**config.mk**
```make
export PLATFORM = sky130hd
export DESIGN_NAME = bhfe_hist_mem
export DESIGN_NICKNAME = d
export VERILOG_FILES = /design/src/design/branch_history_top4_feature_encoder_assert.svh /design/src/design/bhfe_pkg.sv /design/src/design/bhfe_hist_mem.sv
export SDC_FILE = /design/constraint.sdc
export NUM_CORES = 1
export LEC_CHECK = 0
export ABC_AREA = 1
export CAP_MARGIN = 40
export CORE_ASPECT_RATIO = 1.25
export CORE_UTILIZATION = 55
export CTS_CLUSTER_DIAMETER = 50
export DETAILED_ROUTE_END_ITERATION = 10
export DONT_BUFFER_PORTS = 1
export PLACE_DENSITY = 0.69
export REMOVE_ABC_BUFFERS = 1
export SYNTH_ARGS = -nofsm -noshare
export SYNTH_HDL_FRONTEND = slang
export SYNTH_SLANG_ARGS = --single-unit
```
**constraint.sdc**
```tcl
create_clock -name clk_i -period 10.5 [get_ports clk_i]
set_clock_uncertainty 0.05 [all_clocks]
set_input_delay 1.05 -clock clk_i [delete_from_list [all_inputs] [get_ports clk_i]]
set_output_delay 1.05 -clock clk_i [all_outputs]
set_load 0.02 [all_outputs]
```
**src/design/branch_history_top4_feature_encoder_assert.svh**
```systemverilog
// Assertion macros for the branch history feature encoder.
`ifndef BRANCH_HISTORY_TOP4_FEATURE_ENCODER_ASSERT_SVH
`define BRANCH_HISTORY_TOP4_FEATURE_ENCODER_ASSERT_SVH
`ifndef ASSERT_OFF
`define BHFE_ASSERT_NOW(label, ante, cons) \
  label: assert property (@(posedge clk_i) disable iff (!rst_ni) (ante) |-> (cons)) \
    else $error("assertion failed");
`define BHFE_ASSERT_NEXT(label, ante, cons) \
  label: assert property (@(posedge clk_i) disable iff (!rst_ni) (ante) |=> (cons)) \
    else $error("assertion failed");
`else
`define BHFE_ASSERT_NOW(label, ante, cons)
`define BHFE_ASSERT_NEXT(label, ante, cons)
`endif
`endif

```
**src/design/bhfe_pkg.sv**
```systemverilog
// Shared types, constants and the slot-hit function of the branch history feature encoder.
`timescale 1ns / 1ps
package bhfe_pkg;
  localparam int HISTORY_DEPTH_DEF = 64;
  localparam int TOP_SLOTS = 4;
  localparam int KIND_CODES = 3;
  localparam logic [7:0] LOW_BYTE = 8'hFF;
  localparam logic MODE_RECORD = 1'b0;
  localparam logic MODE_REQUEST = 1'b1;

  typedef struct packed {
    logic        mode;
    logic [63:0] branch_address;
    logic [63:0] target_address;
    logic [7:0]  kind_code;
    logic        outcome_taken;
  } in_t;

  typedef struct packed {
    logic [5:0] row_index;
    logic       taken_bit;
    logic [3:0] address_slot_hits;
    logic [3:0] target_slot_hits;
    logic [2:0] kind_onehot;
    logic       last_row;
  } out_t;

  typedef struct packed {
    logic       taken;
    logic [7:0] kind;
    logic [7:0] target;
    logic [7:0] addr;
  } entry_t;

  typedef struct packed {
    logic       clear;
    logic       lookup;
    logic [7:0] value;
  } topk_ctrl_t;

  typedef struct packed {
    logic [TOP_SLOTS-1:0][7:0] slot;
    logic [2:0]                used;
  } slot_list_t;

  function automatic logic [TOP_SLOTS-1:0] slot_hits(logic [7:0] byte_v, slot_list_t list);
    logic [TOP_SLOTS-1:0] h;
    h = '0;
    for (int s = 0; s < TOP_SLOTS; s++) begin
      if ((3'(s) < list.used) && (list.slot[s] == byte_v)) h[s] = 1'b1;
    end
    return h;
  endfunction
endpackage

```
**src/design/bhfe_hist_mem.sv**
```systemverilog
// History window memory: one write port, one registered read port.
`timescale 1ns / 1ps
module bhfe_hist_mem #(
  parameter int DEPTH = bhfe_pkg::HISTORY_DEPTH_DEF,
  localparam int AW = (DEPTH > 1) ? $clog2(DEPTH) : 1
) (
  input  logic             clk_i,
  input  logic             we_i,
  input  logic [AW-1:0]    waddr_i,
  input  bhfe_pkg::entry_t wdata_i,
  input  logic             re_i,
  input  logic [AW-1:0]    raddr_i,
  output bhfe_pkg::entry_t rdata_o
);
  import bhfe_pkg::*;

  entry_t mem_q [DEPTH];
  entry_t rdata_q;

  always_ff @(posedge clk_i) begin
    if (we_i) mem_q[waddr_i] <= wdata_i;
    if (re_i) rdata_q <= mem_q[raddr_i];
  end

  assign rdata_o = rdata_q;
endmodule

```
After elaboration in Yosys (flattened, before gate mapping)
Memory sizes are Yosys's and may differ from the RTL's. A register that Yosys moved wholly into a read port is not among the register bits.
Index checks and enable logic that the tools add are counted.
Widths: inputs -> output; s select.
- bits in registers: 0
- bits in writable memories: 1600
- input bits: 40
- output and inout port bits: 25
- logic and storage cells: 3
- memories: 1
- muxes and demuxes: 2
- memory list (memory ; depth ; width ; rd ports ; clocked after memory_dff ; wr ports ; line ; text):
    mem_q ; 64 ; 25 ; 1 ; 1 ; 1 ; bhfe_hist_mem.sv:17 ; entry_t mem_q [DEPTH];
- operator list (operator ; number):
    $mux 1 ; 2

Depth between registers and ports, before layout
- word-level depth: 2
- depth in mapped cells: 12
- depth with buffers taken out: 9

Least setup slack after synthesis
No wires, ideal clock.
- path kind: in2reg
- start: in we_i
- end: mem mem_q[48][0] (netlist name), enable pin
- setup time: 0.471 ns
- arrival: 4.020 ns
- data required time: 9.979 ns
- slack: 5.959 ns
- stages on the path: 3
- buffers on the path: 1
- cells stage by stage: clkbuf_1 -> nand4_1 -> nor4_1
- word-level cells in the longest chain between the ends: 2
- RTL lines (element ; line ; text):
    start: declaration ; bhfe_hist_mem.sv:8 ; input logic we_i,
    $mux 1 ; bhfe_hist_mem.sv:21 ; if (we_i) mem_q[waddr_i] <= wdata_i;
    $mux 1 (not written as such) ; bhfe_hist_mem.sv:21 ;
    end: declaration ; bhfe_hist_mem.sv:17 ;
Every way passes these cells.

==> impl_metrics.csv <==
group,metric,value,unit
power,internal_power,10.51,mW
cts,clk_pin_slew,0.06,ns
critical_path,cp_max_fo,308,
outcome,violations,"slew limit",
logic_synthesis,async_reset_ff_frac,0,
drt,drt_iter0_markers,5026,
die,die_area,121400,µm²
cts,clock-root-buffer,"clkbuf_16",
sta,rsz0062_at_grt,"no",
sta,hold_viol,0,
die,start_util,0.5566,
sta,tns,0,ns
place,place_congestion,0.8094,
final_layout,layout-drive-gt1-share,0.06927,
drt,wire_per_inst,24.99,µm
critical_path,cp.required,10.97,ns
logic_synthesis,yosysTopAreaCellShare,0.7395,
power,switching_share,0.2124,
critical_path,path_class,"in2reg",
final_layout,num_antenna_cells,0,
global_route,grt_overflow,0,
global_route,grt_pass1_wl,257.6,mm
logic_synthesis,syn_inst,5443,
place,pre_cts_ws,5.772,ns
global_route,grt_max_degree,802,
sta,max_slew_margin,-0.1357,
power,combPwrFrac,0.045,
hold_path,hold_path_class,"in2reg",
logic_synthesis,yosys-top-cells-area,"edfxtp_1, nand2_1, nand3_1",
die,rows,141,
power,leakagePower,25.46,nW
place,dpl.hpwl,86.15,mm
critical_path,reg2reg_slack,8.61,ns
power,max-vdd-ir-drop,0.1693,mV
sta,finalMaxSlewViolations,151,
logic_synthesis,synth.most_common_cell,"nand2_1",
power,power.total,13.34,mW
die,die_height,389.2,µm
critical_path,cp.arrival,5.64,ns
global_route,grt_pass1_vias,40070,
cts,htree_levels,4,
logic_synthesis,synth.avg_cell_area,12.12,µm²
power,p_sw,2.834,mW
cts,cts_made_buffers,152,
logic_synthesis,synth.distinct_cells,15,
drt,drtAntennaViolNets,0,
cts,clock_latency,0.79,ns
die,io_pins,65,
power,power_density,185.5,nW/µm²
logic_synthesis,synth-seq-cells,1625,
drt,vias,42330,
sta,final.setup.worst_slack,5.335,ns
die,core_area,118600,µm²
place,port_buffers,0,
sta,period_needed,5.165,ns
hold_path,whs_endpoint,"mem_q[2][1]",
sta,setup_viol,0,
outcome,status,"finished, violations left",
sta,fmax,193.6,MHz
sta,finalCritPeriodShare,0.4919,
cts,cts_hold_buf,0,
sta,tightestPinTransition,1.704,ns
critical_path,rr_endpoint,"rdata_o[11]",
drt,first_pass_iters,6,
logic_synthesis,synth-main-ff-cell,"edfxtp_1",
cts,post_cts_buffers,0,
hold_path,hp-start,"wdata_i[1]",
critical_path,r2r_cells,8,
die,die_x,311.8,µm
power,p_clk_frac,0.413,
global_route,track_usage,0.2881,
flow_run,maxCapViolCount,0,
hold_path,min_path_cells,0,
logic_synthesis,synth_edf_count,1625,
cts,cts_num_sinks,1625,
final_layout,fin_util,0.6064,
drt,route.detailed.drc,0,
cts,ctsResizeCount,0,
critical_path,worstSetupStartpointType,"input pin",
cts,clk_path_buf_depth,3,
power,p_seq_frac,0.542,
drt,wl,175.7,mm
critical_path,worstReg2RegStart,"mem_q[51][11]",
logic_synthesis,synth.largest_area_cell,"edfxtp_1",
logic_synthesis,synth.top_cells.by_count,"nand2_1, edfxtp_1, nand3_1, buf_2, buf_6",
logic_synthesis,syn_area,65980,µm²
final_layout,syn_to_final_growth,8.960,%
logic_synthesis,seq_area_frac_synth,0.7395,
cts,cts_tree,"yes",
drt,via_per_inst,6.021,
final_layout,nets,5375,
logic_synthesis,yosys_warnings,0,
critical_path,end_kind,"register",
global_route,antenna_found_initial,2,
final_layout,fillers,9034,
power by group through the flow:
stage,sequential [mW],clock (mW),combinational [mW]
floorplan,7.36,0,0.367
global placement,7.36,0,0.523
detailed placement,7.36,0,0.538
CTS,7.23,5.54,0.543
global route,7.23,5.79,0.662
finish,7.23,5.51,0.606
cell type report:
cell class | count | area [µm²] | share of cell area
clock buffers | 176 | 4021 | 0.05593
repair buffers | 89 | 1119 | 0.01556
well taps | 1573 | 1968 | 0.02738
clock inverters | 100 | 920.9 | 0.01281
flip-flops and latches | 1625 | 48800 | 0.6787
inverters | 12 | 88.84 | 0.001236
multi-input cells | 3455 | 14980 | 0.2084
metal layers:
metal  routed length [µm]  track usage  up-vias
li1                     -            -    18970
met1                66160       0.3863    20680
met2                82830       0.4597     2264
met3                18280      0.05195      409
met4                 8358       0.1346        4
met5                   27            0        -
cells by family after synthesis:
kind of cell,after synthesis,share of synthesized area
buffers and inverters,363,0.03753
flip-flops,1625,0.7395
AND/OR/NAND/NOR,3455,0.2229
registers in the layout (all words and copies together) (netlist names):
| register | flops |
|---|---|
| rdata_o | 25 |
| mem_q | 1600 |
metrics by stage:
stage	cells	hold WS, ns	cell area, µm²
after CTS	7027	0.2694	71810
after floorplan	5092	0.7463	63560
after global routing	7030	0.2874	71890
final	7030	0.3115	71890
after detailed placement	6751	0.8347	66870
after global placement	6728	0.8126	66330
worst max-delay path, stage by stage:
cell	delay [ns]
buf_16	0.61
clkinv_16	0.76
buf_4	0.66
buf_12	0.37
nand2_1	0.22
nand3_1	0.09
nand3_1	0.13
nand2_1	0.08
nand2_1	0.06
nand3_1	0.14
nand3_1	0.25
nand2_1	0.10
cell usage in the layout, fill, tap and decap left out:
cell type   count
nor2_4         16
buf_12          9
bufinv_16      16
clkinvlp_4      5
clkinv_2       27
clkbuf_1       18
edfxtp_1     1625
inv_1           6
buf_4          62
clkbuf_16     158
inv_8           2
inv_2           2
clkinv_16       1
buf_2           1
clkinv_4        2
inv_6          10
inv_4           1
nor2_2         40
nand4_1         9
clkinv_1       39
nand2_1      2025
nor4_2          8
clkinv_8        1
buf_16         17
nand3_1      1357
worst max-delay path by stage:
stage | cells past startpoint | to | slack, ns | start
floorplan | 8 | rdata_o[11] | 5.37 | raddr_i[1]
global placement | 10 | rdata_o[9] | 5.57 | raddr_i[1]
detailed placement | 11 | rdata_o[12] | 5.77 | raddr_i[0]
CTS | 11 | rdata_o[0] | 6.64 | raddr_i[0]
global route | 12 | rdata_o[12] | 5.37 | raddr_i[0]
finish | 12 | rdata_o[0] | 5.33 | raddr_i[0]
Note: power is estimated with default switching activity, not from simulation.
