--- src/design/branch_history_top4_feature_encoder_assert.svh ---
// Assertion macros for the branch history feature encoder.
`ifndef BRANCH_HISTORY_TOP4_FEATURE_ENCODER_ASSERT_SVH
`define BRANCH_HISTORY_TOP4_FEATURE_ENCODER_ASSERT_SVH
`ifndef ASSERT_OFF
`define BHFE_ASSERT_NOW(label, ante, cons) \
  label: assert property (@(posedge clk_i) disable iff (!rst_ni) (ante) |-> (cons)) \
    else $error("assertion failed");
`define BHFE_ASSERT_NEXT(label, ante, cons) \
  label: assert property (@(posedge clk_i) disable iff (!rst_ni) (ante) |=> (cons)) \
    else $error("assertion failed");
`else
`define BHFE_ASSERT_NOW(label, ante, cons)
`define BHFE_ASSERT_NEXT(label, ante, cons)
`endif
`endif

--- src/design/bhfe_pkg.sv ---
// Shared types, constants and the slot-hit function of the branch history feature encoder.
`timescale 1ns / 1ps
package bhfe_pkg;
  localparam int HISTORY_DEPTH_DEF = 64;
  localparam int TOP_SLOTS = 4;
  localparam int KIND_CODES = 3;
  localparam logic [7:0] LOW_BYTE = 8'hFF;
  localparam logic MODE_RECORD = 1'b0;
  localparam logic MODE_REQUEST = 1'b1;

  typedef struct packed {
    logic        mode;
    logic [63:0] branch_address;
    logic [63:0] target_address;
    logic [7:0]  kind_code;
    logic        outcome_taken;
  } in_t;

  typedef struct packed {
    logic [5:0] row_index;
    logic       taken_bit;
    logic [3:0] address_slot_hits;
    logic [3:0] target_slot_hits;
    logic [2:0] kind_onehot;
    logic       last_row;
  } out_t;

  typedef struct packed {
    logic       taken;
    logic [7:0] kind;
    logic [7:0] target;
    logic [7:0] addr;
  } entry_t;

  typedef struct packed {
    logic       clear;
    logic       lookup;
    logic [7:0] value;
  } topk_ctrl_t;

  typedef struct packed {
    logic [TOP_SLOTS-1:0][7:0] slot;
    logic [2:0]                used;
  } slot_list_t;

  function automatic logic [TOP_SLOTS-1:0] slot_hits(logic [7:0] byte_v, slot_list_t list);
    logic [TOP_SLOTS-1:0] h;
    h = '0;
    for (int s = 0; s < TOP_SLOTS; s++) begin
      if ((3'(s) < list.used) && (list.slot[s] == byte_v)) h[s] = 1'b1;
    end
    return h;
  endfunction
endpackage

--- src/design/bhfe_topk.sv ---
// Top-four frequency list unit: count memory lookup, then update of the slot list.
`timescale 1ns / 1ps
module bhfe_topk #(
  parameter int DEPTH = bhfe_pkg::HISTORY_DEPTH_DEF,
  localparam int POS_W = (DEPTH > 1) ? $clog2(DEPTH) : 1,
  localparam int CNT_W = $clog2(DEPTH + 1)
) (
  input  logic                 clk_i,
  input  logic                 rst_ni,
  input  bhfe_pkg::topk_ctrl_t ctrl_i,
  input  logic [POS_W-1:0]     pos_i,
  output bhfe_pkg::slot_list_t list_o
);
  import bhfe_pkg::*;

  logic [CNT_W+POS_W-1:0] cnt_mem_q [256];
  logic [CNT_W+POS_W-1:0] rd_q;
  logic [255:0]           vld_q;
  logic                   lookup_q;
  logic [7:0]             v_q;
  logic [POS_W-1:0]       pos_q;

  logic [TOP_SLOTS-1:0][7:0]       slot_q;
  logic [TOP_SLOTS-1:0][CNT_W-1:0] scnt_q;
  logic [TOP_SLOTS-1:0][POS_W-1:0] sfirst_q;
  logic [2:0]                      used_q;

  logic [CNT_W-1:0]     cnt_new;
  logic [POS_W-1:0]     first_v;
  logic [TOP_SLOTS-1:0] hit;
  logic [1:0]           low_idx;
  logic                 replace;

  always_comb begin
    // A value not yet seen in this pass counts from zero and takes this position.
    if (vld_q[v_q]) begin
      cnt_new = rd_q[CNT_W+POS_W-1:POS_W] + CNT_W'(1);
      first_v = rd_q[POS_W-1:0];
    end else begin
      cnt_new = CNT_W'(1);
      first_v = pos_q;
    end
    for (int s = 0; s < TOP_SLOTS; s++) begin
      hit[s] = (3'(s) < used_q) && (slot_q[s] == v_q);
    end
    low_idx = 2'd0;
    for (int s = 1; s < TOP_SLOTS; s++) begin
      if ((scnt_q[s] < scnt_q[low_idx]) ||
          ((scnt_q[s] == scnt_q[low_idx]) && (sfirst_q[s] < sfirst_q[low_idx]))) begin
        low_idx = 2'(s);
      end
    end
    replace = (cnt_new > scnt_q[low_idx]) ||
              ((cnt_new == scnt_q[low_idx]) && (first_v > sfirst_q[low_idx]));
  end

  always_ff @(posedge clk_i) begin
    if (lookup_q) cnt_mem_q[v_q] <= {cnt_new, first_v};
    if (ctrl_i.lookup) rd_q <= cnt_mem_q[ctrl_i.value];
    if (ctrl_i.lookup) begin
      v_q   <= ctrl_i.value;
      pos_q <= pos_i;
    end
    if (!ctrl_i.clear && lookup_q) begin
      for (int s = 0; s < TOP_SLOTS; s++) begin
        if (hit[s]) scnt_q[s] <= cnt_new;
      end
      if (hit == '0) begin
        if (used_q < 3'(TOP_SLOTS)) begin
          slot_q[used_q[1:0]]   <= v_q;
          scnt_q[used_q[1:0]]   <= cnt_new;
          sfirst_q[used_q[1:0]] <= first_v;
        end else if (replace) begin
          slot_q[low_idx]   <= v_q;
          scnt_q[low_idx]   <= cnt_new;
          sfirst_q[low_idx] <= first_v;
        end
      end
    end
  end

  always_ff @(posedge clk_i or negedge rst_ni) begin
    if (!rst_ni) begin
      vld_q    <= '0;
      used_q   <= '0;
      lookup_q <= 1'b0;
    end else begin
      lookup_q <= ctrl_i.lookup;
      if (ctrl_i.clear) begin
        vld_q  <= '0;
        used_q <= '0;
      end else if (lookup_q) begin
        vld_q[v_q] <= 1'b1;
        if ((hit == '0) && (used_q < 3'(TOP_SLOTS))) used_q <= used_q + 3'd1;
      end
    end
  end

  assign list_o.slot = slot_q;
  assign list_o.used = used_q;
endmodule

--- config.mk ---
export PLATFORM = sky130hd
export DESIGN_NAME = bhfe_topk
export DESIGN_NICKNAME = d
export VERILOG_FILES = /design/src/design/branch_history_top4_feature_encoder_assert.svh /design/src/design/bhfe_pkg.sv /design/src/design/bhfe_topk.sv
export SDC_FILE = /design/constraint.sdc
export NUM_CORES = 2
export LEC_CHECK = 0
export BUFFER_PORTS_ARGS = -buffer_cell sky130_fd_sc_hd__buf_2
export CAP_MARGIN = 20
export CORE_AREA = 2 2 597 599
export CTS_CLUSTER_DIAMETER = 40
export DETAILED_ROUTE_END_ITERATION = 8
export DIE_AREA = 0 0 599 601
export GPL_TIMING_DRIVEN = 0
export SLEW_MARGIN = 0
export SYNTH_ARGS = -nofsm -noshare
export SYNTH_HDL_FRONTEND = slang
export SYNTH_SLANG_ARGS = --single-unit
--- constraint.sdc ---
create_clock -name clk_i -period 11.6 [get_ports clk_i]
set_input_delay 1.16 -clock clk_i [delete_from_list [all_inputs] [get_ports clk_i]]
set_output_delay 1.16 -clock clk_i [all_outputs]
set_load 0.01 [all_outputs]
## Yosys cells after proc, flatten, opt, wreduce, memory -nomap -nowiden

Memories as Yosys holds them, arrays and structs flattened. A register that Yosys moved wholly into a read port is not among the register bits.
Index checks and enable logic that the tools add are counted.

| operators by class | value |
|---|---|
| add/sub/neg operators | 2 |
| order comparisons | 21 |
| equal/unequal tests | 8 |
| multiplexer cells | 61 |
| bitwise gates (word level) | 1 |
| reduce and logical (&&, ||, !) cells | 24 |

Operators with widths:

| kind | count |
|---|---|
| $mux 256 | 2 |
| $or 256x256->256 | 1 |
| $mux 7 | 14 |
| $mux 28 | 3 |
| $bwmux 32 | 2 |
| $mux 32 | 2 |
| $bwmux 28 | 2 |
| $bwmux 24 | 2 |
| $mux 24 | 2 |
| $bmux 7 s2 | 3 |
| $bmux 6 s2 | 3 |
| $mux 6 | 6 |
| $demux 8 s2 | 2 |
| $eq 8x8->1 | 4 |
| $demux 7 s2 | 2 |
| $eq 7x7->1 | 4 |
| $demux 6 s2 | 2 |
| $lt 7x7->1 | 3 |
| $lt 6x6->1 | 3 |
| $mux 8 | 2 |
| $logic_and 1x1->1 | 13 |
| $lt 2x3->1 const B | 4 |
| $lt 8x9->1 const B | 1 |
| $mux 3 | 3 |
| other kinds (19) | 32 |

| storage, ports and cells | value |
|---|---|
| flip-flop bits (word level) | 358 |
| bits in writable memories | 3328 |
| input port bits | 18 |
| output and inout port bits | 35 |
| memories | 1 |

Memories:

| name | words | width | rd ports | clocked after Yosys merged registers in | wr ports | line | source |
|---|---|---|---|---|---|---|---|
| cnt_mem_q | 256 | 13 | 1 | 1 | 1 | bhfe_topk.sv:16 | `logic [CNT_W+POS_W-1:0] cnt_mem_q [256];` |

## Depth between registers and ports, before layout

| logic depth | value |
|---|---|
| depth in word-level cells | 24 |
| mapped depth | 41 |
| mapped depth without buffers | 37 |

## Worst setup path before layout

Ideal clock, no wire load.

| path | value |
|---|---|
| path type | register to register |
| from | register v_q[1] |
| to | register slot_q (netlist bit list_o[10]), enable pin |
| setup time | 0.384 ns |
| arrival time | 12.394 ns |
| data required time | 11.216 ns |
| slack | -1.179 ns |
| stages on the path, launching flop included | 17 |
| buffers on the path | 4 |
| cells stage by stage | edfxtp_1 buf_2 buf_2 buf_2 clkbuf_1 mux4_2 mux2i_1 o221ai_1 o21ai_1 a31oi_1 ha_1 nand4_1 nor2_1 a211oi_1 a21oi_1 a211o_1 nor2_1 |

| between the ends | value |
|---|---|
| cells in the longest elaborated chain, start to end | 8 |

RTL lines:

| element | line | source |
|---|---|---|
| start: declaration | bhfe_topk.sv:20 | `logic [7:0] v_q;` |
| start signal: assignment | bhfe_topk.sv:61 | `v_q <= ctrl_i.value;` |
| $bmux 1 s8 (*) | bhfe_topk.sv:36 | `if (vld_q[v_q]) begin` |
| $mux 1 (implied by the code) (*) | bhfe_topk.sv:36 |  |
| $mux 7 (*) | bhfe_topk.sv:36 |  |
| via cnt_new[3] | bhfe_topk.sv:28 | `logic [CNT_W-1:0] cnt_new;` |
| branches (longest 2 deep; another with $gt 7x7->1) | - |  |
| $logic_or 1x1->1 (*) | bhfe_topk.sv:53 | `replace = (cnt_new > scnt_q[low_idx]) \|\|` |
| $reduce_bool 2->1 (no source line) (*) | - |  |
| $reduce_and 3->1 (no source line) (*) | - |  |
| end signal: indexed assignment | bhfe_topk.sv:70 | `slot_q[used_q[1:0]] <= v_q;` |
| end signal: indexed assignment | bhfe_topk.sv:74 | `slot_q[low_idx] <= v_q;` |
| end: declaration | bhfe_topk.sv:23 | `logic [TOP_SLOTS-1:0][7:0] slot_q;` |

Mark *: on every way through the listed nets, which the timed path passes. The select of a mux whose other input is x is not followed.
A chain may end at the register's enable or synchronous reset.

## Final worst setup path

| path | value |
|---|---|
| from | register scnt_q[1] (netlist bit) |
| to | register scnt_q[22] (netlist bit), data pin |

| between the ends | value |
|---|---|
| cells in the longest elaborated chain, start to end | 24 |

RTL lines:

| element | line | source |
|---|---|---|
| start: declaration | bhfe_topk.sv:24 | `logic [TOP_SLOTS-1:0][CNT_W-1:0] scnt_q;` |
| start signal: indexed assignment | bhfe_topk.sv:66 | `if (hit[s]) scnt_q[s] <= cnt_new;` |
| start signal: indexed assignment | bhfe_topk.sv:71 | `scnt_q[used_q[1:0]] <= cnt_new;` |
| start signal: indexed assignment | bhfe_topk.sv:75 | `scnt_q[low_idx] <= cnt_new;` |
| branches (longest 21 deep; another with $lt 7x7->1) | - |  |
| $mux 28 (*) | bhfe_topk.sv:73 | `end else if (replace) begin` |
| $mux 28 (*) | bhfe_topk.sv:69 | `if (used_q < 3'(TOP_SLOTS)) begin` |
| $mux 28 (*) | bhfe_topk.sv:68 | `if (hit == '0) begin` |

Mark *: on every way between the ends. The select of a mux whose other input is x is not followed.

==> out/results.md <==
| Group | Quantity | This run |
|:---|:---|:---|
| status | Status | finished clean |
| global route | Largest net degree at the start of global routing | 149 |
| cts | Clock transition at path regs | 0.06 ns |
| floorplanning | Die Y-Extent | 601 um |
| cts | Clock buffers created by TritonCTS | 457 |
| pwr | Largest voltage drop on the vdd net | 0.2671 mV |
| yosys | Unique cell type count in the Yosys netlist | 59 |
| worst setup path | Type of origin of the critical path | flip-flop |
| global route | GRT Total Usage | 0.2303 |
| global route | Via count of the first global-routing pass | 73810 |
| placement | RD Place Congestion | 0.9297 |
| yosys | Synth Area per Inst | 22.08 um^2 |
| sta | Count of final max-slew check failures | 0 |
| floorplanning | Horiz. Die Dim | 599 um |
| yosys | Post-synthesis cell area | 144400 um^2 |
| cts | Clock latency of the later-clocked register in the worst-skew pair | 1.00 ns |
| cts | TritonCTS clock tree | yes |
| cts | Maximum buffer depth of the clock tree | 4 |
| yosys | Syn. warnings | 0 |
| yosys | Total of flip-flops plus latches after synthesis | 3699 |
| routing | Vias per Instance | 5.868 |
| routing | Drt first pass iters | 5 |
| cts | Root buffer cell | sky130_fd_sc_hd__clkbuf_16 |
| finish | Layout Nets | 7424 |
| worst setup path | Worst Setup End Kind | flip-flop |
| routing | Total number of vias | 73460 |
| routing | WL per Instance | 33.34 um |
| finish | Area taken by flip-flops and latches | 109800 um^2 |
| global route | Total overflow reported by the global router | 0 |
| sta | Final worst path period need | 10.26 ns |
| placement | Number of placed cells counting well taps | 11630 |
| pwr | Static leakage | 55.84 nW |
| placement | Port Buffer Count | 51 |
| cts | Clk sinks | 3699 |
| finish | Filler cells | 28440 |
| finish | Post-route non-filler standard cell count | 12520 |
| run | Max-capacitance violation count | 0 |
| floorplanning | Total die area | 360000 um^2 |
| worst setup path | Slowest Stage Delay on Critical Path | 0.53 ns |
| worst setup path | Critical Path RT | 12.29 ns |
| floorplanning | Area inside the core boundary | 354000 um^2 |
| sta | Fin Clk Skew | 0.07827 ns |
| yosys | Synth Instances | 6541 |
| sta | Post-Route Setup TNS | 0 ns |
| yosys | Dominant register cell in the synthesized netlist | sky130_fd_sc_hd__edfxtp_1 |
| yosys | Share of flip-flops with an asynchronous set or reset after synthesis | 0.07029 |
| finish | Area growth, synth to finish | 19.12% |
| worst setup path | Critical Path Fanout Max | 10 |
| yosys | Most frequent cells after synthesis | sky130_fd_sc_hd__edfxtp_1, sky130_fd_sc_hd__mux4_2, sky130_fd_sc_hd__nor2_1, sky130_fd_sc_hd__dfrtp_1, sky130_fd_sc_hd__clkbuf_1 |
| sta | Final clock period utilization by the worst path | 0.8844 |
| cts | Post-CTS resize count | 0 |
| sta | Max-Slew Margin vs Limit | 0.1815 |
| routing | DRC violation total after the first TritonRoute iteration | 10020 |
| global route | Antenna violations before repair | 43 |
| sta | Max Clk Rate | 0.09747 GHz |
| finish | Proportion of layout cells with a drive suffix above 1 | 0.3419 |
| placement | Final HPWL from detailed placement | 289.0 mm |
| routing | Post-Route WL | 417.3 mm |
| worst hold path | Worst min-delay path class | input pin to async pin |
| floorplanning | Std-Cell Rows | 219 |
| worst setup path | Slowest cell on the critical path | sky130_fd_sc_hd__o21ai_1 |
| cts | Post-CTS setup buffer count | 0 |
| global route | Global-route wire length before repair | 578.7 mm |
| routing | Post-detailed-route count of antenna-violating nets | 0 |
| yosys | Leading cell type by number of instances after synthesis | sky130_fd_sc_hd__edfxtp_1 |
| floorplanning | Number of top-level pins | 53 |
| yosys | Top cells by area in the synthesized netlist | sky130_fd_sc_hd__edfxtp_1, sky130_fd_sc_hd__mux4_2, sky130_fd_sc_hd__dfrtp_1, sky130_fd_sc_hd__nor2_1, sky130_fd_sc_hd__clkbuf_1 |
| yosys | Number of enable-type register cells in the synthesized netlist | 3439 |
| worst setup path | Most common cell on crit path | sky130_fd_sc_hd__o21a_1 |
| sta | Number of setup violations in the final report | 0 |
| yosys | Part of the Yosys area used for sequential elements | 0.7601 |
| yosys | Post-synth net total | 6613 |
| sta | Worst-margin pin slew | 1.228 ns |
| routing | Post-route DRC violation count | 0 |
| cts | Number of levels the H-tree was split into | 5 |
| yosys | Library cell occupying the most area in the post-synthesis netlist | sky130_fd_sc_hd__edfxtp_1 |
| finish | Area of combinational cells with multiple inputs | 33570 um^2 |
| sta | RSZ-0062 raised after global routing | false |
| pwr | Power per standard cell area | 187.2 nW/um^2 |
| worst setup path | Category of the most critical setup path | flip-flop to flip-flop |
| worst setup path | Data arrival time of the critical path | 10.95 ns |
| sta | Total count of hold-check failures in the final report | 0 |
| cts | Number of buffers inserted for hold repair after clock tree synthesis | 0 |
| yosys | Top cell type's share of synthesized area | 0.7151 |
| floorplanning | Effective utilization at floorplan | 0.4079 |
## stage by stage
| stage | area [um^2] | util | setup slack (ns) | total power [W] | hold WS [ns] |
|---|---|---|---|---|---|
| after floorplan | 144500 | - | 2.537 | 0.01667 | 0.4583 |
| after global placement | 150700 | 0.4255 | -5.956 | 0.01786 | 0.4725 |
| final | 172000 | 0.4859 | 1.341 | 0.03220 | 0.05258 |
| after global routing | 172000 | 0.4858 | 0.4850 | 0.03299 | 0.03795 |
| after detailed placement | 155900 | 0.4405 | 1.323 | 0.01781 | 0.4820 |
| after CTS | 171800 | 0.4853 | 1.273 | 0.03233 | 0.005727 |
## per-layer routing
metal,track usage,routed length [um],share of wire
met4,0.09293,18470,0.044
met5,0,142,0.00034
met3,0.05271,41110,0.099
met2,0.3611,196600,0.47
met1,0.3128,161000,0.39
## power breakdown
part / internal (W) / total (W) / switching, W
logic: 0.000787 / 0.00249 / 0.00170
clock network: 0.00882 / 0.0146 / 0.00581
registers: 0.0150 / 0.0151 / 0.0000294
## kinds of logic after synthesis
kind of cell	after synthesis	share of synthesized area
muxes	1220	0.1862
xor gates and xnor gates	38	0.002305
DFF	3699	0.7601
buffers and inverters	390	0.01106
AOI/OAI and AO/OA	168	0.008490
adders and majority gates	54	0.004678
and+or+nand+nor	972	0.02719
## state kept, by name, summed over array words and instances, names as in the netlist
name       cells
list_o        32
scnt_q        28
rd_q          13
lookup_q       1
v_q            8
vld_q        256
used_q         3
pos_q          6
cnt_mem_q   3328
sfirst_q      24
## layout by cell type, fill, tap and decap left out, drive strengths merged, types with 3 or more instances in the layout
master    count
edfxtp     3439
mux4       1169
nor2        800
clkbuf      778
buf         476
dfrtp       260
clkinv      155
inv          92
bufinv       55
ha           54
nand2        50
clkinvlp     44
a21oi        44
mux2         36
nor2b        32
nand3        32
o21ba        31
xor2         23
o21a         21
o21ai        18
diode        17
nand4        17
xnor2        15
mux2i        15
nor3         12
a22oi         9
a211oi        8
and2          8
nor4          7
a31oi         7
nand2b        6
a31o          4
or2           3
o221ai        3
o22ai         3
a21o          3
nand4b        3
## worst max-delay path, delay by kind of cell (launching register included)
| family | cells | cell delay, ns |
|---|---|---|
| AOI/OAI and AO/OA | 21 | 5.25 |
| buffers and inverters | 5 | 1.52 |
| and+or+nand+nor | 8 | 1.25 |
| adders and majority gates | 4 | 1.12 |
| muxes | 1 | 0.40 |
| DFF | 1 | 0.39 |
## layout make-up
class | instances | area share
Tap cell | 4751 | 0.03455
Sequential cell | 3699 | 0.6381
Multi-Input combinational cell | 2452 | 0.1952
Clock inverter | 316 | 0.02157
Antenna cell | 17 | 0.0002473
Timing Repair Buffer | 352 | 0.02985
Buffer | 360 | 0.008866
Inverter | 30 | 0.0009164
Clock buffer | 542 | 0.07076
## worst paths after layout
check | from | endpoint | slack [ns] | cells after the start
setup / recovery | scnt_q[1]$_DFFE_PP_ | scnt_q[22]$_DFFE_PP_ | 1.34 | 39
max in group asynchronous | rst_ni | vld_q[252]$_DFFE_PN0P_ | 9.97 | 3
setup reg to reg | scnt_q[1]$_DFFE_PP_ | scnt_q[22]$_DFFE_PP_ | 1.34 | 39
hold / removal | rst_ni | used_q[2]$_DFFE_PN0P_ | 0.05 | 1
min in group clk_i | pos_i[1] | pos_q[1]$_DFFE_PP_ | 0.37 | 1
hold reg to reg | vld_q[228]$_DFFE_PN0P_ | vld_q[228]$_DFFE_PN0P_ | 0.50 | 2
Note: power is estimated with default switching activity, not from simulation.
